$ cat config.mk
export PLATFORM = sky130hd
export DESIGN_NAME = utf8_validating_decoder_unit
export DESIGN_NICKNAME = d
export VERILOG_FILES = /design/src/rtl/utf8vd_pkg.sv /design/src/rtl/utf8_validating_decoder_unit.sv
export SDC_FILE = /design/constraint.sdc
export NUM_CORES = 1
export LEC_CHECK = 0
export BUFFER_PORTS_ARGS = -buffer_cell sky130_fd_sc_hd__buf_2
export CELL_PAD_IN_SITES_DETAIL_PLACEMENT = 1
export CELL_PAD_IN_SITES_GLOBAL_PLACEMENT = 1
export CORE_ASPECT_RATIO = 1.75
export CORE_MARGIN = 1.5
export CORE_UTILIZATION = 43
export DETAILED_ROUTE_END_ITERATION = 16
export PLACE_DENSITY = 0.9
export SLEW_MARGIN = 20
export SYNTH_ARGS = -nofsm -noshare
export SYNTH_HDL_FRONTEND = slang
export SYNTH_SLANG_ARGS = --single-unit
$ cat constraint.sdc
create_clock -name i_clk -period 4 [get_ports i_clk]
set_clock_uncertainty 0.2 [all_clocks]
set_input_delay 0.2 -clock i_clk [delete_from_list [all_inputs] [get_ports i_clk]]
set_output_delay 0.2 -clock i_clk [all_outputs]
set_load 0.01 [all_outputs]
$ cat src/rtl/utf8vd_pkg.sv
// Package: shared types and constants of the UTF-8 validating decoder.
`default_nettype none

package utf8vd_pkg;

    // Field widths
    localparam int unsigned BYTE_W = 8;
    localparam int unsigned CP_W   = 21;
    localparam int unsigned ERR_W  = 3;
    localparam int unsigned REM_W  = 2;
    localparam int unsigned CLS_W  = 2;

    // Stream widths: code point padded to whole bytes, tuser = {error_code, char_ready}
    localparam int unsigned S_TDATA_W = 8;
    localparam int unsigned M_TDATA_W = 24;
    localparam int unsigned M_TUSER_W = ERR_W + 1;

    // Error codes
    localparam logic [ERR_W-1:0] ERR_NONE       = 3'd0;
    localparam logic [ERR_W-1:0] ERR_BAD_LEAD   = 3'd1;
    localparam logic [ERR_W-1:0] ERR_INCOMPLETE = 3'd2;
    localparam logic [ERR_W-1:0] ERR_BAD_CONT   = 3'd3;
    localparam logic [ERR_W-1:0] ERR_INVALID    = 3'd4;
    localparam logic [ERR_W-1:0] ERR_LINE_BREAK = 3'd5;

    // Length classes (sequence length minus one)
    localparam logic [CLS_W-1:0] CLS_ONE   = 2'd0;
    localparam logic [CLS_W-1:0] CLS_TWO   = 2'd1;
    localparam logic [CLS_W-1:0] CLS_THREE = 2'd2;
    localparam logic [CLS_W-1:0] CLS_FOUR  = 2'd3;

    // Value limits
    localparam logic [CP_W-1:0] MIN_TWO     = 21'h00080;
    localparam logic [CP_W-1:0] MIN_THREE   = 21'h00800;
    localparam logic [CP_W-1:0] MIN_FOUR    = 21'h10000;
    localparam logic [CP_W-1:0] MAX_CP      = 21'h10FFFF;
    localparam logic [CP_W-1:0] SURR_LO     = 21'h0D800;
    localparam logic [CP_W-1:0] SURR_HI     = 21'h0DFFF;
    localparam logic [CP_W-1:0] CP_LF       = 21'h0000A;
    localparam logic [CP_W-1:0] CP_CR       = 21'h0000D;

    // Decoder mode
    typedef enum logic [1:0] {
        MODE_IDLE    = 2'd0,
        MODE_COLLECT = 2'd1,
        MODE_DISCARD = 2'd2
    } t_mode;

endpackage

`default_nettype wire

$ cat src/rtl/utf8_validating_decoder_unit.sv
// Top level: strict UTF-8 decoder, one byte per request in, zero or one result out.
//
//  channel | dir | tdata                    | tuser                      | tlast
//  s_axis  | in  | [7:0] text_byte          | -                          | final_byte
//  m_axis  | out | [20:0] code_point, pad 0 | [0] char_ready, [3:1] error | string_end
//
// One byte is accepted per cycle while the input is ready; its result, if any,
// sits in the output register in the cycle after acceptance. Decode state and
// result are computed in one pass from the byte and the state registers.
// A stalled output holds its result; the input stays ready while the output
// register is empty or being drained in the same cycle.
// Synchronous active-low reset returns to idle with no pending result.
`default_nettype none

module utf8_validating_decoder_unit
    import utf8vd_pkg::*;
(
    input  wire logic                  i_clk,
    input  wire logic                  i_rst_n,
    // Input byte stream
    input  wire logic                  i_s_axis_tvalid,
    output logic                       o_s_axis_tready,
    input  wire logic [S_TDATA_W-1:0]  i_s_axis_tdata,   // [7:0] text_byte
    input  wire logic                  i_s_axis_tlast,   // final_byte
    // Output result stream
    output logic                       o_m_axis_tvalid,
    input  wire logic                  i_m_axis_tready,
    output logic [M_TDATA_W-1:0]       o_m_axis_tdata,   // [20:0] code_point, [23:21] zero
    output logic [M_TUSER_W-1:0]       o_m_axis_tuser,   // [0] char_ready, [3:1] error_code
    output logic                       o_m_axis_tlast    // string_end
);

    // Decode state
    t_mode             r_mode,  n_mode;
    logic [REM_W-1:0]  r_rem,   n_rem;
    logic [CP_W-1:0]   r_acc,   n_acc;
    logic [CLS_W-1:0]  r_cls,   n_cls;
    logic [ERR_W-1:0]  r_herr,  n_herr;

    // Result register
    logic              r_out_valid;
    logic [CP_W-1:0]   r_cp,    n_cp;
    logic              r_rdy,   n_rdy;
    logic [ERR_W-1:0]  r_err,   n_err;
    logic              r_end,   n_end;
    logic              emit;

    logic              in_fire;
    logic              out_fire;
    logic [BYTE_W-1:0] b;
    logic              fin;

    // Finish-check inputs and outcomes
    logic [CP_W-1:0]   chk_cp;
    logic [CLS_W-1:0]  chk_cls;
    logic [CP_W-1:0]   chk_min;
    logic              chk_bad;
    logic              chk_brk;

    // Per-mode scratch values
    logic [ERR_W-1:0]  coll_err;
    logic [CP_W-1:0]   coll_acc;
    logic [REM_W-1:0]  coll_rem;
    logic [CLS_W-1:0]  lead_cls;
    logic [CP_W-1:0]   lead_pay;
    logic              lead_bad;

    assign b        = i_s_axis_tdata;
    assign fin      = i_s_axis_tlast;
    assign out_fire = r_out_valid & i_m_axis_tready;
    assign o_s_axis_tready = ~r_out_valid | i_m_axis_tready;
    assign in_fire  = i_s_axis_tvalid & o_s_axis_tready;

    // Classify the lead byte
    always_comb begin
        lead_bad = 1'b0;
        lead_cls = CLS_ONE;
        lead_pay = CP_W'(b);
        if (b[7] == 1'b0) begin
            lead_cls = CLS_ONE;
            lead_pay = CP_W'(b[6:0]);
        end else if (b[7:5] == 3'b110) begin
            lead_cls = CLS_TWO;
            lead_pay = CP_W'(b[4:0]);
        end else if (b[7:4] == 4'b1110) begin
            lead_cls = CLS_THREE;
            lead_pay = CP_W'(b[3:0]);
        end else if (b[7:3] == 5'b11110) begin
            lead_cls = CLS_FOUR;
            lead_pay = CP_W'(b[2:0]);
        end else begin
            lead_bad = 1'b1;
        end
    end

    // Gather a continuation byte
    always_comb begin
        coll_err = r_herr;
        if (r_herr == ERR_NONE && b[7:6] != 2'b10) begin
            coll_err = ERR_BAD_CONT;
        end
        coll_acc = {r_acc[CP_W-7:0], b[5:0]};
        coll_rem = r_rem - REM_W'(1);
    end

    // Select the value to check: a one-byte lead or a completed sequence
    always_comb begin
        if (r_mode == MODE_IDLE) begin
            chk_cp  = lead_pay;
            chk_cls = CLS_ONE;
        end else begin
            chk_cp  = coll_acc;
            chk_cls = r_cls;
        end
        case (chk_cls)
            CLS_TWO:   chk_min = MIN_TWO;
            CLS_THREE: chk_min = MIN_THREE;
            CLS_FOUR:  chk_min = MIN_FOUR;
            default:   chk_min = '0;
        endcase
        chk_bad = (chk_cp < chk_min) || (chk_cp > MAX_CP) ||
                  (chk_cp >= SURR_LO && chk_cp <= SURR_HI);
        chk_brk = (chk_cp == CP_LF) || (chk_cp == CP_CR);
    end

    // Next decode state and result
    always_comb begin
        n_mode = r_mode;
        n_rem  = r_rem;
        n_acc  = r_acc;
        n_cls  = r_cls;
        n_herr = r_herr;
        emit   = 1'b0;
        n_cp   = '0;
        n_rdy  = 1'b0;
        n_err  = ERR_NONE;
        n_end  = fin;

        case (r_mode)
            MODE_IDLE: begin
                if (lead_bad) begin
                    emit  = 1'b1;
                    n_err = ERR_BAD_LEAD;
                end else if (lead_cls == CLS_ONE) begin
                    emit  = 1'b1;
                    if (chk_bad) begin
                        n_err = ERR_INVALID;
                    end else if (chk_brk) begin
                        n_err = ERR_LINE_BREAK;
                    end else begin
                        n_cp  = chk_cp;
                        n_rdy = 1'b1;
                    end
                end else if (fin) begin
                    emit  = 1'b1;
                    n_err = ERR_INCOMPLETE;
                end else begin
                    n_mode = MODE_COLLECT;
                    n_cls  = lead_cls;
                    n_rem  = lead_cls;
                    n_acc  = lead_pay;
                    n_herr = ERR_NONE;
                end
            end
            MODE_COLLECT: begin
                n_herr = coll_err;
                n_acc  = coll_acc;
                n_rem  = coll_rem;
                if (coll_rem == '0) begin
                    emit = 1'b1;
                    if (coll_err != ERR_NONE) begin
                        n_err = coll_err;
                    end else if (chk_bad) begin
                        n_err = ERR_INVALID;
                    end else if (chk_brk) begin
                        n_err = ERR_LINE_BREAK;
                    end else begin
                        n_cp  = chk_cp;
                        n_rdy = 1'b1;
                    end
                end else if (fin) begin
                    emit  = 1'b1;
                    n_err = ERR_INCOMPLETE;
                end
            end
            default: begin
                // discarding: report the held error again on the final byte
                if (fin) begin
                    emit  = 1'b1;
                    n_err = r_herr;
                end
            end
        endcase

        // Route the state after a result
        if (emit) begin
            if (fin) begin
                n_mode = MODE_IDLE;
                n_rem  = '0;
                n_acc  = '0;
                n_cls  = CLS_ONE;
                n_herr = ERR_NONE;
            end else if (n_err != ERR_NONE) begin
                n_mode = MODE_DISCARD;
                n_rem  = '0;
                n_herr = n_err;
            end else begin
                n_mode = MODE_IDLE;
                n_rem  = '0;
                n_acc  = '0;
                n_cls  = CLS_ONE;
                n_herr = ERR_NONE;
            end
        end
    end

    // Advance decode state on each accepted request
    always_ff @(posedge i_clk) begin
        if (!i_rst_n) begin
            r_mode <= MODE_IDLE;
            r_rem  <= '0;
            r_acc  <= '0;
            r_cls  <= CLS_ONE;
            r_herr <= ERR_NONE;
        end else if (in_fire) begin
            r_mode <= n_mode;
            r_rem  <= n_rem;
            r_acc  <= n_acc;
            r_cls  <= n_cls;
            r_herr <= n_herr;
        end
    end

    // Hold the result until taken
    always_ff @(posedge i_clk) begin
        if (!i_rst_n) begin
            r_out_valid <= 1'b0;
        end else if (in_fire && emit) begin
            r_out_valid <= 1'b1;
        end else if (out_fire) begin
            r_out_valid <= 1'b0;
        end
    end

    // Load result payload
    always_ff @(posedge i_clk) begin
        if (in_fire && emit) begin
            r_cp  <= n_cp;
            r_rdy <= n_rdy;
            r_err <= n_err;
            r_end <= n_end;
        end
    end

    assign o_m_axis_tvalid = r_out_valid;
    assign o_m_axis_tdata  = M_TDATA_W'(r_cp);
    assign o_m_axis_tuser  = {r_err, r_rdy};
    assign o_m_axis_tlast  = r_end;

endmodule

`default_nettype wire

# == Word-level counts from Yosys, hierarchy flattened ==
# Index checks and enable logic that the tools add are counted.
# totals
reg_bits,57
inputBits,13
output_inout_bits,31
elab_cells,131
# op_classes
add_sub_neg,1
order_cmp,4
n_eq_ne,16
muxes,78
bitwise_logic,4
n_reduce_logical,18
# ops
cell,n
2-to-1 mux 21 bit,13
one-hot mux 21 bit (2 select lines),2
one-hot mux 17 bit (3 select lines),1
2-to-1 mux 2 bit,24
"== test 21 x 4 -> 1 bit, second input constant",2
2-to-1 mux 3 bit,13
2-to-1 mux 8 bit,4
">= comparator 21 x 16 -> 1 bit, second input constant",1
"> comparator 21 bit, second input constant",1
"less-or-equal comparator 21 x 16 -> 1 bit, second input constant",1
less-than comparator 21 bit,1
2-to-1 mux 1 bit,16
one-hot mux 3 bit (2 select lines),2
AND reduction 5 bit,2
"inequality test 3 bit, second input constant",3
nonzero test 3 bit,3
logical NOT 2 bit,3
"inequality test 2 bit, second input constant",3
"== test 5 bit, second input constant",1
"== test 2 x 1 -> 1 bit, second input constant",2
"== test 2 bit, second input constant",2
"== test 4 bit, second input constant",1
one-hot mux 1 bit (2 select lines),2
one-hot mux 2 bit (2 select lines),1
other kinds (11),17

# == Depth between registers and ports, before layout ==
# depth
depth_word,17
depth_mapped,14
depth_no_buf,10

# == Worst setup path after synthesis ==
# No wires, ideal clock.
# synth_path
path_kind,register to register
startpoint,reg r_acc[1]
endpoint,reg r_cp[19] (data pin)
setup_ns,0.255
arrival_time_ns,2.434
t_required_ns,3.545
slack_ns,1.111
path_stages_with_launch,9
n_path_buf,2
period_less_slack_ns,2.889
cell_sequence,dfxtp_1 -> or4_1 -> or4b_1 -> a2111oi_2 -> nor2_1 -> and3_4 -> buf_6 -> clkbuf_1 -> and3_1
# synth_via
elab_chain_cells,8
word_cells_on_any_way,18
cone_classes,order compare: 4; eq/ne: 2; mux: 8; reduce/logical: 4
# synth_lines
item,line,text
start: declaration,utf8_validating_decoder_unit.sv:36,"logic [CP_W-1:0] r_acc, n_acc;"
start signal: assignment,utf8_validating_decoder_unit.sv:228,r_acc <= n_acc;
2-to-1 mux 21 bit (*),utf8_validating_decoder_unit.sv:108,if (r_mode == MODE_IDLE) begin
"less-than comparator 21 bit, or another cell as far along",utf8_validating_decoder_unit.sv:121,chk_bad = (chk_cp < chk_min) || (chk_cp > MAX_CP) ||
"logical OR 1 bit, or another cell as far along",utf8_validating_decoder_unit.sv:121,
logical OR 1 bit / 2-to-1 mux 21 bit (equally long branches),"utf8_validating_decoder_unit.sv:121, utf8_validating_decoder_unit.sv:148, utf8_validating_decoder_unit.sv:175",
2-to-1 mux 21 bit (*),utf8_validating_decoder_unit.sv:173,end else if (chk_bad) begin
"2-to-1 mux 21 bit, on equally long branches","utf8_validating_decoder_unit.sv:171, utf8_validating_decoder_unit.sv:144",
"2-to-1 mux 21 bit, on equally long branches","utf8_validating_decoder_unit.sv:169, utf8_validating_decoder_unit.sv:141",
one-hot mux 21 bit (2 select lines) (*),utf8_validating_decoder_unit.sv:139,case (r_mode)
via n_cp[19],utf8_validating_decoder_unit.sv:42,"logic [CP_W-1:0] r_cp, n_cp;"
end signal: assignment,utf8_validating_decoder_unit.sv:248,r_cp <= n_cp;
end: declaration,utf8_validating_decoder_unit.sv:42,
# The timed path passes the listed nets; every way through them passes the cells marked *.
# A chain may end at the register's enable or synchronous reset.

# == Final worst setup path ==
# layout_path
startpoint,reg r_acc[1]
endpoint,reg r_acc[13]
# layout_via
elab_chain_cells,12
word_cells_on_any_way,22
cone_classes,order compare: 4; eq/ne: 2; mux: 11; reduce/logical: 5
# layout_lines
item,line,text
2-to-1 mux 21 bit (*),utf8_validating_decoder_unit.sv:108,
"less-than comparator 21 bit, or another cell as far along",utf8_validating_decoder_unit.sv:121,
"logical OR 1 bit, or another cell as far along",utf8_validating_decoder_unit.sv:121,
logical OR 1 bit / 2-to-1 mux 3 bit (equally long branches),"utf8_validating_decoder_unit.sv:121, utf8_validating_decoder_unit.sv:148, utf8_validating_decoder_unit.sv:175",
2-to-1 mux 3 bit (*),utf8_validating_decoder_unit.sv:173,
"2-to-1 mux 3 bit, on equally long branches","utf8_validating_decoder_unit.sv:171, utf8_validating_decoder_unit.sv:144",
"2-to-1 mux 3 bit, on equally long branches","utf8_validating_decoder_unit.sv:169, utf8_validating_decoder_unit.sv:141",
one-hot mux 3 bit (2 select lines) (*),utf8_validating_decoder_unit.sv:139,
nonzero test 3 bit (*),utf8_validating_decoder_unit.sv:203,end else if (n_err != ERR_NONE) begin
2-to-1 mux 21 bit (*),utf8_validating_decoder_unit.sv:203,
2-to-1 mux 21 bit (*),utf8_validating_decoder_unit.sv:197,if (fin) begin
2-to-1 mux 21 bit (*),utf8_validating_decoder_unit.sv:196,if (emit) begin
# Every way passes the cells marked *; elsewhere a longest branch is shown, timed or not.

==> metrics.md <==
| Metric | Value |
|---|---|
| Die width | `~60 um` |
| Status | `finished clean` |
| First-pass GRT wire length | `between 10 and 15 mm` |
| Largest fanout on the critical path | `16` |
| Area grow syn2layout | `14.98%` |
| Pleak | `1.114 nW` |
| Sequential fraction of the synthesis area | `0.5164` |
| Final nets | `301` |
| DIE HEIGHT | `roughly 100 um` |
| Setup ws final | `about 0.9 ns` |
| Clk pin slew, worst setup/hold paths | `roughly 0.11 ns` |
| FF-to-FF End | `r_acc[13]$_SDFFE_PN0P_` |
| 1st-pass router iterations | `4` |
| Final setup viols | `0` |
| Design Area, Final | `about 2900 um2` |
| Initial antenna violation count | `0` |
| Average wire per standard cell | `around 18 um` |
| Largest net degree at the start of global routing | `21` |
| CP Class | `reg -> reg` |
| Post-DP Area | `roughly 2700 um2` |
| Synth Instances | `about 250` |
| Grt total ovfl | `0` |
| FF-to-FF setup slack | `0.92 ns` |
| FF-to-FF path depth | `7` |
| Final wirelength | `about 6.4 mm` |
| Crit. End Element | `register` |
| DR vias/cell | `5.751` |
| Hold path endpoint | `r_herr[1]$_SDFFE_PN0P_` |
| PwrDens | `395.9 nW/um2` |
| Commonest non-fill, non-tap cells in the layout | `buf_2 (40), edfxtp_1 (26), dfxtp_1 (25)` |
| Post-synth EDFFs | `26` |
| H-Tree Depth | `2` |
| Synth Area in Simple Gates | `0.2305` |
| Total Routing Usage GR | `0.2246` |
| Total number of vias | `2082` |
| Most common cell after layout, fill and taps aside | `buf_2` |
| Number of global-route vias before repair | `about 2100` |
| Async set-reset flop share out of synthesis | `0` |
| Core Box Area | `5585 um2` |
| Post-synthesis mux area share | `0` |
| Synth Area in Adders | `0.01513` |
| Unique cell type count in the Yosys netlist | `49` |
| Detailed Place HPWL | `4.753 mm` |
| RePlAce Congestion | `~0.88` |
| Post-CTS Setup Inserts | `0` |
| Arr. time, crit path | `~3.1 ns` |
| Clock Latency Late Sink | `about 0.32 ns` |
| Post-synthesis xor/xnor area fraction | `0` |
| Worst hold path cell count | `3` |
| Area fraction in compound gates after synthesis | `0.1942` |
| Max_slew headroom | `0.6146` |
| Syn. warnings | `0` |
| Pre-CTS setup slack | `around 0.94 ns` |
| Final Hold Viols | `0` |
| Fin crit share | `0.7705` |
| Drt initial violations | `50` |
| Layout cell share with drive strength beyond 1 | `0.2063` |
| Worst R2R Start | `r_acc[1]$_SDFFE_PN0P_` |
| Max IR drop VDD | `around 230 uV` |
| Worst-Margin Slew | `between 0.5 and 0.6 ns` |
| Ys flop type | `edfxtp_1` |
| Required time worst endpoint | `4.06 ns` |
| Hold Startpoint | `i_rst_n` |
| Maxcap violations | `0` |
| Post-route setup TNS | `0 ns` |
| RSZ-0062 raised after global routing | `no` |
| CTS Buf Count | `5` |
| Final Max Slew Viols | `0` |
| Hold WC Path Type | `in -> reg` |
| Fillcell total | `between 600 and 700` |
| Setup crit start | `r_acc[1]$_SDFFE_PN0P_` |
| #FFs+latches synth | `between 50 and 60` |
| Remaining routing DRC violations | `0` |
| Fmax | `324.5 MHz` |
| Mapped Area | `2481 um2` |
| I/O Buffers | `40` |
| Die footprint | `between 6000 and 7000 um2` |
| CTS tree | `done` |
| N_diodes | `0` |
| Final Core Density | `0.5108` |
| # IOs | `44` |
| Rows | `36` |
| Root buffer selected by CTS | `clkbuf_8` |
| # clock sinks | `slightly above 50` |
| Starting Density | `0.4442` |
| Hold Worst Slack | `around 0.048 ns` |
| Largest family of logic cells by synthesized area | `simple AND/OR/NAND/NOR gates` |
| Post-route ant nets | `0` |
| Crit path time final | `around 3 ns` |
| Startpoint types | `register` |
| Maximum root-to-sink buffer count | `2` |
| Syn avg cell area | `10.05 um2` |
cell usage after synthesis, types with 2 or more instances:
| library cell | number | area, um2 |
|---|---|---|
| nand2b_1 | 3 | 18.77 |
| or2_2 | 2 | 12.51 |
| ha_1 | 3 | 37.54 |
| nor2b_1 | 5 | 31.28 |
| a22o_1 | 14 | 122.6 |
| a31oi_1 | 4 | 25.02 |
| buf_6 | 2 | 22.52 |
| and2_1 | 21 | 131.4 |
| o22ai_1 | 4 | 25.02 |
| edfxtp_1 | 26 | 780.8 |
| a21boi_0 | 2 | 15.01 |
| nand2_1 | 17 | 63.81 |
| buf_4 | 4 | 30.03 |
| clkbuf_1 | 9 | 33.78 |
| o21ai_0 | 13 | 65.06 |
| a21oi_1 | 13 | 65.06 |
| dfxtp_1 | 25 | 500.5 |
| nor3_1 | 6 | 30.03 |
| and3_1 | 5 | 31.28 |
| nand3_1 | 5 | 25.02 |
| o31ai_1 | 3 | 22.52 |
| nor2_1 | 24 | 90.09 |
| nor4_1 | 5 | 31.28 |
| o221ai_1 | 2 | 17.52 |
| a31o_1 | 2 | 17.52 |
| inv_1 | 5 | 18.77 |
logic make-up after synthesis:
family / count (synthesis)
other: 1
buffers and inverters: 20
AOI/OAI and AO/OA: 68
adders and majority gates: 3
DFF: 51
and+or+nand+nor: 104
what timing repair did:
| item | CTS | global route |
|---|---|---|
| hold buffers | 3 | 0 |
| gates resized for setup | 0 | 0 |
| endpoints found under the hold margin | 3 | 0 |
metrics by stage:
stage / total power (W) / instances
detailed placement: 0.0007627 / 351
global placement: 0.0007587 / 351
finish: 0.001129 / 362
floorplan: 0.0007124 / 249
CTS: 0.001131 / 362
global route: 0.001170 / 362
registers in the layout, summed over array words and instances, names as in the netlist:
name	flops
o_m_axis_tlast	1
r_cls	2
r_cp	21
r_rdy	1
r_acc	15
r_mode	2
r_rem	2
r_err	3
r_herr	3
o_m_axis_tvalid	1
layer usage:
| layer | track usage | part of all wire | up-vias |
|---|---|---|---|
| met1 | 0.2324 | 0.37 | 1024 |
| met3 | 0.03856 | 0.024 | 19 |
| met2 | 0.4097 | 0.56 | 50 |
| met5 | 0 | 0 | - |
| met4 | 0.1304 | 0.043 | 0 |
| li1 | - | - | 989 |
where the power goes:
part / switching [W] / total (W) / internal, W
sequential: 0.0000142 / 0.000593 / 0.000579
clock: 0.000186 / 0.000374 / 0.000189
combinational: 0.000108 / 0.000162 / 0.0000540
total: 0.000308 / 0.00113 / 0.000822
how the worst max path moves through the flow:
stage / slack [ns] / cells past startpoint / end
after CTS: 0.91 / 7 / r_acc[13]$_SDFFE_PN0P_
after detailed placement: 0.94 / 7 / r_acc[13]$_SDFFE_PN0P_
final: 0.92 / 7 / r_acc[13]$_SDFFE_PN0P_
after global placement: 0.97 / 7 / r_acc[8]$_SDFFE_PN0P_
after floorplan: 1.11 / 8 / r_cp[19]$_DFFE_PP_
after global routing: 0.76 / 7 / r_acc[13]$_SDFFE_PN0P_
critical path: stages (launching register included):
cell and delay (ns):
dfxtp_1 0.37, or4_1 0.57, or4b_1 0.50, a2111oi_2 0.36
nor2_1 0.14, and3_4 0.27, nor3_4 0.41, a22o_1 0.20
layout make-up:
type	instances	area (um2)	area share
Multi-Input combinational cell	178	1105	0.3873
Clock inverter	3	46.29	0.01623
Sequential cell	51	1281	0.4491
Tap cell	76	95.09	0.03333
Clock buffer	5	68.82	0.02412
Inverter	5	18.77	0.006579
Timing Repair Buffer	44	237.7	0.08333
Power figures use the tool's default switching activity.
